$ cat src/cbe_pkg.sv
package cbe_pkg;

  localparam int FRAC = 16;
  localparam int ITERS = 8;
  localparam int ITW = 4;
  localparam int VW = 24;
  localparam int DW = 40;
  localparam int QW = 40;
  localparam logic signed [VW-1:0] ONE_Q = 24'sd65536;
  localparam logic signed [VW-1:0] EPS = 24'sd66;

  localparam logic [1:0] REG_P1X = 2'd0;
  localparam logic [1:0] REG_P1Y = 2'd1;
  localparam logic [1:0] REG_P2X = 2'd2;
  localparam logic [1:0] REG_P2Y = 2'd3;

  typedef enum logic [3:0] {
    OP_T2,
    OP_UU,
    OP_K1,
    OP_K2,
    OP_T3,
    OP_KA,
    OP_KB,
    OP_UT,
    OP_DA,
    OP_DB,
    OP_DC
  } op_t;

  typedef struct packed {
    logic load;
    logic mul_go;
    op_t  op;
    logic sel_y;
    logic clr_acc;
    logic mk_diff;
    logic div_go;
    logic upd_t;
    logic out_ld;
  } cmd_t;

  typedef struct packed {
    logic trivial;
    logic mul_done;
    logic div_done;
    logic conv;
    logic dzero;
  } sts_t;

  function automatic logic signed [VW-1:0] rnd16(input logic signed [2*VW-1:0] p);
    logic [2*VW-1:0] m;
    logic [2*VW-1:0] r;
    begin
      m = p[2*VW-1] ? (~p + 1'b1) : p;
      r = (m + 48'd32768) >> FRAC;
      rnd16 = p[2*VW-1] ? VW'(-$signed(r)) : VW'($signed(r));
    end
  endfunction

endpackage

$ cat src/cbe_ctrl.sv
module cbe_ctrl (
  input  logic           clk,
  input  logic           rst,
  input  logic           in_valid,
  output logic           in_ready,
  output logic           out_valid,
  input  logic           out_ready,
  input  cbe_pkg::sts_t  sts,
  output cbe_pkg::cmd_t  cmd
);

  typedef enum logic [3:0] {
    S_IDLE, S_START, S_MUL, S_WAIT, S_CHK, S_DIV, S_DWAIT, S_OUT, S_DONE
  } state_t;

  state_t state;
  cbe_pkg::op_t op;
  logic sel_y;
  logic deriv;
  logic [cbe_pkg::ITW:0] iter;

  always_comb begin
    cmd = '0;
    cmd.op = op;
    cmd.sel_y = sel_y;
    in_ready = (state == S_IDLE);
    cmd.load = in_valid && in_ready;
    out_valid = (state == S_DONE);
    case (state)
      S_START: cmd.clr_acc = 1'b1;
      S_MUL:   cmd.mul_go = 1'b1;
      S_CHK:   cmd.mk_diff = !deriv;
      S_DIV:   cmd.div_go = 1'b1;
      S_DWAIT: cmd.upd_t = sts.div_done;
      S_OUT:   cmd.out_ld = 1'b1;
      default: ;
    endcase
  end

  // Sequence of products: bez (T2..KB), then derivative (UT..DC).
  always_ff @(posedge clk) begin
    if (rst) begin
      state <= S_IDLE;
      op <= cbe_pkg::OP_T2;
      sel_y <= 1'b0;
      deriv <= 1'b0;
      iter <= '0;
    end else begin
      case (state)
        S_IDLE: if (in_valid) begin
          if (sts.trivial) state <= S_DONE;
          else begin
            state <= S_START;
            iter <= '0;
            sel_y <= 1'b0;
          end
        end
        S_START: begin
          op <= cbe_pkg::OP_T2;
          deriv <= 1'b0;
          state <= S_MUL;
        end
        S_MUL: state <= S_WAIT;
        S_WAIT: if (sts.mul_done) begin
          if (op == cbe_pkg::OP_KB) begin
            if (sel_y) state <= S_OUT;
            else if (iter == (cbe_pkg::ITW+1)'(cbe_pkg::ITERS)) begin
              sel_y <= 1'b1;
              state <= S_START;
            end else state <= S_CHK;
          end else if (op == cbe_pkg::OP_DC) state <= S_CHK;
          else begin
            op <= cbe_pkg::op_t'(op + 4'd1);
            state <= S_MUL;
          end
        end
        S_CHK: begin
          if (!deriv) begin
            if (sts.conv) begin
              sel_y <= 1'b1;
              state <= S_START;
            end else begin
              deriv <= 1'b1;
              op <= cbe_pkg::OP_UT;
              state <= S_MUL;
            end
          end else if (sts.dzero) begin
            sel_y <= 1'b1;
            state <= S_START;
          end else state <= S_DIV;
        end
        S_DIV: state <= S_DWAIT;
        S_DWAIT: if (sts.div_done) begin
          iter <= iter + 1'b1;
          state <= S_START;
        end
        S_OUT: state <= S_DONE;
        S_DONE: if (out_ready) state <= S_IDLE;
        default: state <= S_IDLE;
      endcase
    end
  end

endmodule

$ cat src/cbe_div.sv
module cbe_div (
  input  logic                                clk,
  input  logic                                rst,
  input  logic                                go,
  input  logic signed [cbe_pkg::DW-1:0]       num,
  input  logic signed [cbe_pkg::VW-1:0]       den,
  output logic                                done,
  output logic signed [cbe_pkg::QW-1:0]       quo
);

  logic [cbe_pkg::DW-1:0] q;
  logic [cbe_pkg::VW:0] rem;
  logic [cbe_pkg::VW-1:0] dm;
  logic neg;
  logic busy;
  logic [5:0] cnt;
  logic [cbe_pkg::VW:0] trial;

  assign trial = {rem[cbe_pkg::VW-1:0], q[cbe_pkg::DW-1]} - {1'b0, dm};

  // Restoring divide, one quotient bit per cycle, magnitudes.
  always_ff @(posedge clk) begin
    if (rst) begin
      busy <= 1'b0;
      done <= 1'b0;
      cnt <= '0;
    end else begin
      done <= 1'b0;
      if (go) begin
        busy <= 1'b1;
        cnt <= 6'(cbe_pkg::DW);
        rem <= '0;
        q <= num[cbe_pkg::DW-1] ? ~num + 1'b1 : num;
        dm <= den[cbe_pkg::VW-1] ? ~den + 1'b1 : den;
        neg <= num[cbe_pkg::DW-1] ^ den[cbe_pkg::VW-1];
      end else if (busy) begin
        if (!trial[cbe_pkg::VW]) begin
          rem <= trial;
          q <= {q[cbe_pkg::DW-2:0], 1'b1};
        end else begin
          rem <= {rem[cbe_pkg::VW-1:0], q[cbe_pkg::DW-1]};
          q <= {q[cbe_pkg::DW-2:0], 1'b0};
        end
        cnt <= cnt - 1'b1;
        if (cnt == 6'd1) begin
          busy <= 1'b0;
          done <= 1'b1;
        end
      end
    end
  end

  assign quo = neg ? -$signed(q) : $signed(q);

endmodule

$ cat src/cbe_dp.sv
module cbe_dp (
  input  logic                   clk,
  input  logic                   rst,
  input  cbe_pkg::cmd_t          cmd,
  output cbe_pkg::sts_t          sts,
  input  logic signed [17:0]     x_in,
  input  logic [16:0]            p1_x,
  input  logic signed [18:0]     p1_y,
  input  logic [16:0]            p2_x,
  input  logic signed [18:0]     p2_y,
  output logic signed [18:0]     y_out
);

  localparam int VW = cbe_pkg::VW;

  logic signed [VW-1:0] xc, x, t, u, t2, uu, k1, k2, ut, acc, m_a, m_b, r, diff;
  logic signed [VW-1:0] a, b;
  logic signed [2*VW-1:0] prod;
  logic signed [VW+3:0] sum;
  logic signed [cbe_pkg::DW-1:0] num;
  logic signed [cbe_pkg::QW-1:0] quo;
  logic signed [cbe_pkg::QW:0] tn;
  logic div_done;
  logic mul_v;
  logic signed [VW-1:0] ax, bx;

  assign ax = VW'($signed({1'b0, p1_x}));
  assign bx = VW'($signed({1'b0, p2_x}));
  assign a = cmd.sel_y ? VW'(p1_y) : ax;
  assign b = cmd.sel_y ? VW'(p2_y) : bx;
  assign u = cbe_pkg::ONE_Q - t;

  always_comb begin
    if (x_in < 18'sd0) xc = '0;
    else if (x_in > 18'sd65536) xc = cbe_pkg::ONE_Q;
    else xc = VW'(x_in);
  end

  assign sts.trivial = (xc == '0) || (xc == cbe_pkg::ONE_Q);

  always_comb begin
    case (cmd.op)
      cbe_pkg::OP_T2: begin m_a = t;  m_b = t;  end
      cbe_pkg::OP_UU: begin m_a = u;  m_b = u;  end
      cbe_pkg::OP_K1: begin m_a = uu; m_b = t;  end
      cbe_pkg::OP_K2: begin m_a = u;  m_b = t2; end
      cbe_pkg::OP_T3: begin m_a = t2; m_b = t;  end
      cbe_pkg::OP_KA: begin m_a = k1; m_b = a;  end
      cbe_pkg::OP_KB: begin m_a = k2; m_b = b;  end
      cbe_pkg::OP_UT: begin m_a = u;  m_b = t;  end
      cbe_pkg::OP_DA: begin m_a = uu; m_b = ax; end
      cbe_pkg::OP_DB: begin m_a = ut; m_b = bx - ax; end
      default:        begin m_a = t2; m_b = cbe_pkg::ONE_Q - bx; end
    endcase
  end

  // Product registered, then rounded and stored in a term register or accumulated next cycle.
  always_ff @(posedge clk) begin
    if (rst) mul_v <= 1'b0;
    else mul_v <= cmd.mul_go;
    prod <= m_a * m_b;
  end
  assign r = cbe_pkg::rnd16(prod);

  always_comb begin
    case (cmd.op)
      cbe_pkg::OP_KA, cbe_pkg::OP_KB, cbe_pkg::OP_DA, cbe_pkg::OP_DC:
        sum = (VW+4)'(acc) + (VW+4)'(3) * (VW+4)'(r);
      cbe_pkg::OP_DB: sum = (VW+4)'(acc) + (VW+4)'(6) * (VW+4)'(r);
      cbe_pkg::OP_T3: sum = (VW+4)'(acc) + (VW+4)'(r);
      default: sum = (VW+4)'(acc);
    endcase
  end

  always_ff @(posedge clk) begin
    if (cmd.load) begin
      x <= xc;
      t <= xc;
    end
    if (cmd.clr_acc) acc <= '0;
    if (mul_v) begin
      case (cmd.op)
        cbe_pkg::OP_T2: t2 <= r;
        cbe_pkg::OP_UU: uu <= r;
        cbe_pkg::OP_K1: k1 <= r;
        cbe_pkg::OP_K2: k2 <= r;
        cbe_pkg::OP_UT: begin ut <= r; acc <= '0; end
        default: acc <= VW'(sum);
      endcase
    end
    if (cmd.mk_diff) diff <= acc - x;
    if (cmd.upd_t) begin
      if (tn < 0) t <= '0;
      else if (tn > (cbe_pkg::QW+1)'(cbe_pkg::ONE_Q)) t <= cbe_pkg::ONE_Q;
      else t <= VW'(tn);
    end
    if (cmd.out_ld) begin
      if (cmd.sel_y && acc > VW'(131072)) y_out <= 19'sd131072;
      else if (acc < -VW'(131072)) y_out <= -19'sd131072;
      else y_out <= 19'(acc);
    end else if (cmd.load) y_out <= 19'(xc);
  end

  assign num = cbe_pkg::DW'(diff) <<< cbe_pkg::FRAC;
  assign tn = (cbe_pkg::QW+1)'(t) - (cbe_pkg::QW+1)'(quo);
  assign sts.mul_done = mul_v;
  assign sts.div_done = div_done;
  assign sts.conv = ((acc - x) > -cbe_pkg::EPS) && ((acc - x) < cbe_pkg::EPS);
  assign sts.dzero = (acc == '0);

  cbe_div u_div (
    .clk(clk), .rst(rst), .go(cmd.div_go), .num(num), .den(acc),
    .done(div_done), .quo(quo)
  );

endmodule

$ cat src/cubic_bezier_easing_eval.sv
// Cubic Bezier easing: y_out = Y(t) with X(t) = x_in, end points (0,0) and (1,1),
// control points from the configuration registers (Q16). One word at a time:
// inputs at 0 or 1 (after clamp) go straight to the output; otherwise each Newton
// step is a curve pass, a convergence check, the derivative products, a check
// for a zero derivative and a bit-serial divide, up to 8 steps (the last one
// followed by one more curve pass), then a pass for Y. Input is held off until
// the result word is taken.
module cubic_bezier_easing_eval (
  input  logic               clk,
  input  logic               rst,
  input  logic               in_valid,
  output logic               in_ready,
  input  logic signed [17:0] x_in,
  output logic               out_valid,
  input  logic               out_ready,
  output logic signed [18:0] y_out,
  input  logic               cfg_valid,
  output logic               cfg_ready,
  input  logic [1:0]         cfg_index,
  input  logic [18:0]        cfg_data
);

  logic [16:0] p1_x, p2_x;
  logic signed [18:0] p1_y, p2_y;
  cbe_pkg::cmd_t cmd;
  cbe_pkg::sts_t sts;

  assign cfg_ready = 1'b1;

  always_ff @(posedge clk) begin
    if (rst) begin
      p1_x <= '0;
      p1_y <= '0;
      p2_x <= 17'd65536;
      p2_y <= 19'sd65536;
    end else if (cfg_valid) begin
      case (cfg_index)
        cbe_pkg::REG_P1X: p1_x <= cfg_data[16:0];
        cbe_pkg::REG_P1Y: p1_y <= cfg_data;
        cbe_pkg::REG_P2X: p2_x <= cfg_data[16:0];
        cbe_pkg::REG_P2Y: p2_y <= cfg_data;
        default: ;
      endcase
    end
  end

  cbe_ctrl u_ctrl (
    .clk(clk), .rst(rst), .in_valid(in_valid), .in_ready(in_ready),
    .out_valid(out_valid), .out_ready(out_ready), .sts(sts), .cmd(cmd)
  );

  cbe_dp u_dp (
    .clk(clk), .rst(rst), .cmd(cmd), .sts(sts), .x_in(x_in),
    .p1_x(p1_x), .p1_y(p1_y), .p2_x(p2_x), .p2_y(p2_y), .y_out(y_out)
  );

  a_one_side: assert property (@(posedge clk) disable iff (rst)
    !(in_ready && out_valid)) else $error("ready while result pending");
  a_hold: assert property (@(posedge clk) disable iff (rst)
    out_valid && !out_ready |=> out_valid && $stable(y_out)) else $error("result dropped");
  a_range: assert property (@(posedge clk) disable iff (rst)
    out_valid |-> (y_out <= 19'sd131072) && (y_out >= -19'sd131072)) else $error("range");

endmodule

$ cat config.mk
export PLATFORM = sky130hd
export DESIGN_NAME = cubic_bezier_easing_eval
export DESIGN_NICKNAME = d
export VERILOG_FILES = /design/src/cbe_pkg.sv /design/src/cbe_ctrl.sv /design/src/cbe_div.sv /design/src/cbe_dp.sv /design/src/cubic_bezier_easing_eval.sv
export SDC_FILE = /design/constraint.sdc
export NUM_CORES = 2
export LEC_CHECK = 0
export ABC_AREA = 1
export ABC_CLOCK_PERIOD_IN_PS = 11800
export BUFFER_PORTS_ARGS = -buffer_cell sky130_fd_sc_hd__buf_4
export CAP_MARGIN = 20
export CORE_MARGIN = 1
export CORE_UTILIZATION = 31
export DETAILED_ROUTE_END_ITERATION = 8
export PLACE_DENSITY = 0.47
export SLEW_MARGIN = 5
export SYNTH_ARGS = -nofsm -noshare
export SYNTH_HDL_FRONTEND = slang
export SYNTH_SLANG_ARGS = --single-unit
$ cat constraint.sdc
create_clock -name clk -period 11.8 [get_ports clk]
set_input_delay 1.18 -clock clk [delete_from_list [all_inputs] [get_ports clk]]
set_output_delay 1.18 -clock clk [all_outputs]
set_load 0.02 [all_outputs]
# Yosys cells after proc, flatten, opt, wreduce, memory -nomap -nowiden
# Cells that the tools add are included.
[word_totals]
memories = 0
register_bits = 468
out_inout_bits = 22
ram_bits = 0
wordCells = 217
latchBits = 0
in_bits = 44
rom_bits = 0
[op_classes]
eq_ne = 37
mux = 76
n_mul = 3
bitwise = 6
addsub = 18
reduce_logical = 39
n_div = 0
shift = 0
order_cmp = 8
[ops]
columns = ["operator", "n"]
rows = [
  ["$mux W24", 13],
  ["$mux W40", 5],
  ["$pmux W24 S7", 1],
  ["$pmux W24 S6", 1],
  ["$add A40 B1 Y40 const B", 2],
  ["$not A40 Y40", 2],
  ["$mux W19", 4],
  ["$add A24 B24 Y24", 3],
  ["$pmux W24 S3", 1],
  ["$mux W4", 13],
  ["$logic_not A24 Y1", 2],
  ["$mul A24 B24 Y48", 1],
  ["$pmux W24 S2", 1],
  ["$gt A41 B18 Y1 const B", 1],
  ["$lt A41 B1 Y1 const B", 1],
  ["$sub A24 B40 Y41", 1],
  ["$add A40 B16 Y40 const B", 1],
  ["$neg A40 Y40", 1],
  ["$pmux W4 S9", 1],
  ["$eq A4 B3 Y1 const B", 8],
  ["$sub A25 B24 Y25", 1],
  ["$add A24 B1 Y24 const B", 1],
  ["$eq A24 B18 Y1 const B", 1],
  ["$gt A24 B19 Y1 const B", 1],
  ["54 further kinds", 120],
]

# Logic depth before layout (Yosys ltp)
[logic_depth]
ltp_word = 11
mapped_depth = 51
ltp_nobuf = 50

# Modules after synthesis
# Synthesis repeated with hierarchy kept, for this count alone.
[hier_totals]
cells_unflattened = 7578
hier_area_um2 = 57639.0
[modules_own_cells]
columns = ["mod", "area_each_um2", "instances", "cells_each"]
rows = [
  ["cbe_dp", 44722.9, 1, 5606],
  ["cbe_div", 8673.3, 1, 1317],
  ["cubic_bezier_easing_eval", 3006.6, 1, 463],
  ["cbe_ctrl", 1236.2, 1, 192],
]

# Worst setup path after synthesis
# No wires, ideal clock.
[synth_timing]
kind = "register -> register"
startpoint = "register u_dp.t[1]"
endpoint = "register u_dp.prod[38]"
required_time_ns = 11.728
path_stages_with_launch = 45
path_buffers = 1
synth_period_minus_slack_ns = 8.596
setup_ns = 0.072
path_slack_ns = 3.204
arrival_ns = 8.524
cell_sequence = "edfxtp_1 -> nor3_2 -> nand4_2 -> nor4_4 -> nand2_2 -> nor2_4 -> nand3_2 -> nor3_2 -> nand2_1 -> nand2_2 -> nand2_2 -> nor2_4 -> nand2_2 -> nor2_2 -> xor2_1 -> nand2_1 -> nand2_1 -> o21ai_2 -> [9 not listed] -> fa_1 -> fa_1 -> fa_1 -> inv_1 -> fa_1 -> inv_1 -> ha_1 -> nand2_1 -> nor4_1 -> nand2_1 -> o21ai_0 -> nand3_1 -> nand2_1 -> nand3_1 -> nand2_1 -> nand3_1 -> nand2_1 -> xor2_1"
[synth_via]
elab_chain_cells = 3
word_cells_on_any_way = 4
classes_between = "add/sub (1); mul (1); mux (2)"
[synth_lines]
columns = ["item", "line", "text"]
rows = [
  ["from (decl)", "cbe_dp.sv:16", "logic signed [VW-1:0] xc, x, t, u, t2, uu, k1, k2, ut, acc, m_a, m_b, r, diff;"],
  ["from (signal assigned)", "cbe_dp.sv:94", "else if (tn > (cbe_pkg::QW+1)'(cbe_pkg::ONE_Q)) t <= cbe_pkg::ONE_Q;"],
  ["from (signal assigned)", "cbe_dp.sv:95", "else t <= VW'(tn);"],
  ["$sub A18 B24 Y24", "cbe_dp.sv:31", "assign u = cbe_pkg::ONE_Q - t;"],
  ["$pmux W24 S7 / $pmux W24 S6 (equally long branches)", "cbe_dp.sv:42", "case (cmd.op)"],
  ["$mul A24 B24 Y48 (*)", "cbe_dp.sv:61", "prod <= m_a * m_b;"],
  ["to (signal assigned)", "cbe_dp.sv:61", ""],
  ["to (decl)", "cbe_dp.sv:18", "logic signed [2*VW-1:0] prod;"],
]
# Every way passes the cells marked *; elsewhere a longest branch is shown, timed or not.
# A chain may end at the register's enable or synchronous reset.

# Worst setup path after layout
[layout_timing]
startpoint = "register u_ctrl.op[0]"
endpoint = "register u_dp.prod[37]"
[layout_via]
elab_chain_cells = 4
word_cells_on_any_way = 16
classes_between = "mul (1); eq/ne (9); mux (2); reduce/logical (4)"
[layout_lines]
columns = ["item", "line", "text"]
rows = [
  ["from (decl)", "cbe_ctrl.sv:17", "cbe_pkg::op_t op;"],
  ["from (signal assigned)", "cbe_ctrl.sv:44", "op <= cbe_pkg::OP_T2;"],
  ["from (signal assigned)", "cbe_ctrl.sv:59", "op <= cbe_pkg::OP_T2;"],
  ["from (signal assigned)", "cbe_ctrl.sv:73", "op <= cbe_pkg::op_t'(op + 4'd1);"],
  ["$eq A4 B2 Y1, or another cell as far along", "cbe_dp.sv:42", ""],
  ["$reduce_or A4 Y1 (no line), or another cell as far along", "--", ""],
  ["$pmux W24 S7 / $pmux W24 S6 (equally long branches)", "cbe_dp.sv:42", ""],
  ["$mul A24 B24 Y48 (*)", "cbe_dp.sv:61", ""],
]
# Marks and branches as above.

==> impl_metrics.csv <==
group,metric,value,unit
status,run_status,"finished, final reports clean",
critical_path,start_kind,"flop",
critical_path,cp.arrival,11.60,ns
critical_path,slowest_stage,"nand4_1",
final_layout,synthToLayoutAreaGrowth,9.854,%
cts,clk_pin_slew,0.06,ns
routing,route.detailed.drc,0,
floorplan,dieHeight,422.6,um
yosys,yosys.area_share.simple,19.62,%
floorplan,die_width,422.6,um
floorplan,dieArea,178600,sq um
final_layout,nNetsFinal,8015,
grt,grtUsageTotal,22.17,%
yosys,synth_seq_cells,454,
yosys,syn_area,54840,sq um
final_layout,drive_above_1_share,5.853,%
timing,finalCriticalPeriod,11.08,ns
routing,vias,46532,
timing,rsz0062_at_grt,"no",
cts,cts_max_level,2,
flow_run,drv_cap,0,
critical_path,r2r_setup_slack,0.72,ns
yosys,synth_area_leaders,"fa_1 (23%), edfxtp_1 (17%), nand2_1 (9.6%)",
yosys,synth_warnings,0,
yosys,async_flop_share,0,%
yosys,synthFlopType,"edfxtp_1",
cts,clk_root_buffer_cell,"clkbuf_16",
final_layout,fillers,18641,
yosys,synth_area_leader_cell,"fa_1",
floorplan,initial_core_util,31.17,%
floorplan,rows,154,
critical_path,path_class,"reg2reg",
yosys,yosysUniqueCellTypes,66,
yosys,synth_top_cell_area_share,23.25,%
critical_path,crit_path_max_fanout,19,
grt,grt_max_degree,78,
place,hpwl,157800,um
timing,setup-violations-final,0,
yosys,muxShareOfSynthArea,0,%
timing,hold_violations,0,
yosys,synth_compound_area_share,10.67,%
timing,max-slew-margin-rel,22.96,%
routing,viasPerCell,4.970,
routing,wl,198300,um
yosys,synth_top_family_by_area,"adder cells",
timing,fin_setup_tns,0,ns
cts,clk_latency,0.69,ns
yosys,synth_edf_count,317,
yosys,synthAdderAreaFrac,31.40,%
yosys,synthCells,6925,
cts,cts_inserted_buffers,54,
critical_path,cpMostUsedCell,"inv_1",
grt,antenna_found_initial,5,
final_layout,multi_input_comb_area,36470,sq um
timing,fin_crit_sh,93.88,%
cts,clkSinkCount,454,
min_path,hold_class,"reg2reg",
place,portBuffers,64,
final_layout,seq_area,12260,sq um
critical_path,end_kind,"flop",
floorplan,pin_count,66,
routing,ant_nets,0,
place,gp_congestion,0.9406,
yosys,synth_common_cells,"nand2_1 (1399), inv_1 (1391), fa_1 (637), nor2_1 (609), a21oi_1 (386)",
timing,worst_pin_slew,1.143,ns
critical_path,max_stage_delay,0.66,ns
yosys,synthXorXnorAreaFrac,4.599,%
yosys,yosysMostFrequentCell,"nand2_1",
yosys,syn_avg_cell_area,7.919,sq um
yosys,ys_seq_area_share,22.36,%
cts,cts_tree,"yes",
cts,cts_buffer_depth,3,
grt,grt_pass1_vias,46489,
routing,wl_per_cell,21.18,um
timing,slew_viol_final,0,
critical_path,required,12.32,ns
grt,grt_pass1_wl,300300,um
floorplan,core_area,175900,sq um
routing,first_pass_iters,6,
routing,drtIter0Drc,4146,
timing,max_freq,90.27,MHz
grt,grt_overflow,0,
timing,fin_skew,0.04501,ns
==> area by class of cell <==
class	instances	area share, %
diodes	1	0.004154
clock buffers	69	2.457
repair buffers	171	2.199
inverters	1429	8.910
clock inverters	32	0.6833
flip-flops and latches	454	20.36
well taps	2340	4.860
multi-input cells	4867	60.53
==> metal layers <==
metal  vias to the layer above  part of all wire, %  GRT usage [%]  wire length [um]
li1                      22024                    -              -                 -
met1                     22854                   48          32.93             95000
met2                      1426                   43          33.39             85210
met3                       228                  6.6          3.344             13130
met4                         0                  2.5          5.380              4952
met5                         -                    0              0                 0
==> worst max-delay path: cells and delay by family (launching register included) <==
family / cells / cell delay, ns
AOI/OAI and AO/OA: 11 / 2.07
adders and majority gates: 9 / 4.29
DFF: 1 / 0.43
buffers and inverters: 11 / 2.07
and+or+nand+nor: 7 / 1.81
xor gates and xnor gates: 1 / 0.18
==> what timing repair did <==
item | 4_1_cts | 5_1_grt
gates resized for setup | 0 | 1
hold buffers | 0 | 0
setup buffers | 0 | 0
setup endpoints to repair | 0 | 2
==> sequential cells by signal, summed over array words and instances, names as in the netlist, 4 cells and up <==
name            cells
p2_x               17
u_ctrl.iter         5
u_dp.acc           24
u_dp.k1            24
u_dp.u_div.rem     24
u_dp.k2            24
u_dp.prod          41
u_dp.u_div.dm      24
p2_y               19
p1_x               17
u_dp.t2            24
u_ctrl.state        4
u_dp.t             24
u_dp.y_out         19
p1_y               19
u_dp.ut            24
u_dp.uu            24
u_ctrl.op           4
u_dp.x             17
u_dp.u_div.q       40
u_dp.diff          24
u_dp.u_div.cnt      6
==> stage by stage <==
step	setup WS, ns	util [%]	cell area (sq um)	std cells	hold WS, ns
finish	0.7225	34.25	60250	9363	0.4938
global route	0.05873	34.24	60240	9362	0.5231
CTS	0.6746	34.21	60180	9360	0.4947
detailed placement	0.7647	33.14	58290	9259	0.4848
global placement	0.8466	33.11	58250	9253	0.4745
floorplan	3.204	-	54860	6931	0.4245
==> cell usage in the layout, fill, tap and decap left out, drive strengths merged, types with 95 or more instances in the layout <==
master	count
nand4	95
xor2	193
xnor2	95
fa	637
inv	1414
nand2	1431
a21oi	386
ha	357
nand3	232
buf	171
nor2	646
dfxtp	137
edfxtp	317
o21ai	387
==> logic make-up after synthesis <==
logic type	count (synthesis)
buffers and inverters	1610
adder cells (fa/ha/maj)	994
AO/OA/AOI/OAI	1024
XOR/XNOR	288
flip-flops	454
other	2
AND/OR/NAND/NOR	2553
==> final timing paths <==
check                                    endpoint  cells past startpoint         startpoint
worst max-delay path                u_dp.prod[37]                     39       u_ctrl.op[0]
worst min-delay path            u_dp.u_div.cnt[0]                      2  u_dp.u_div.cnt[0]
worst max register to register      u_dp.prod[37]                     39       u_ctrl.op[0]
worst min register to register  u_dp.u_div.cnt[0]                      2  u_dp.u_div.cnt[0]
Power is left out: the tool's default activity adds up to more than one toggle a clock period on the data nets, which glitch-free logic cannot reach.
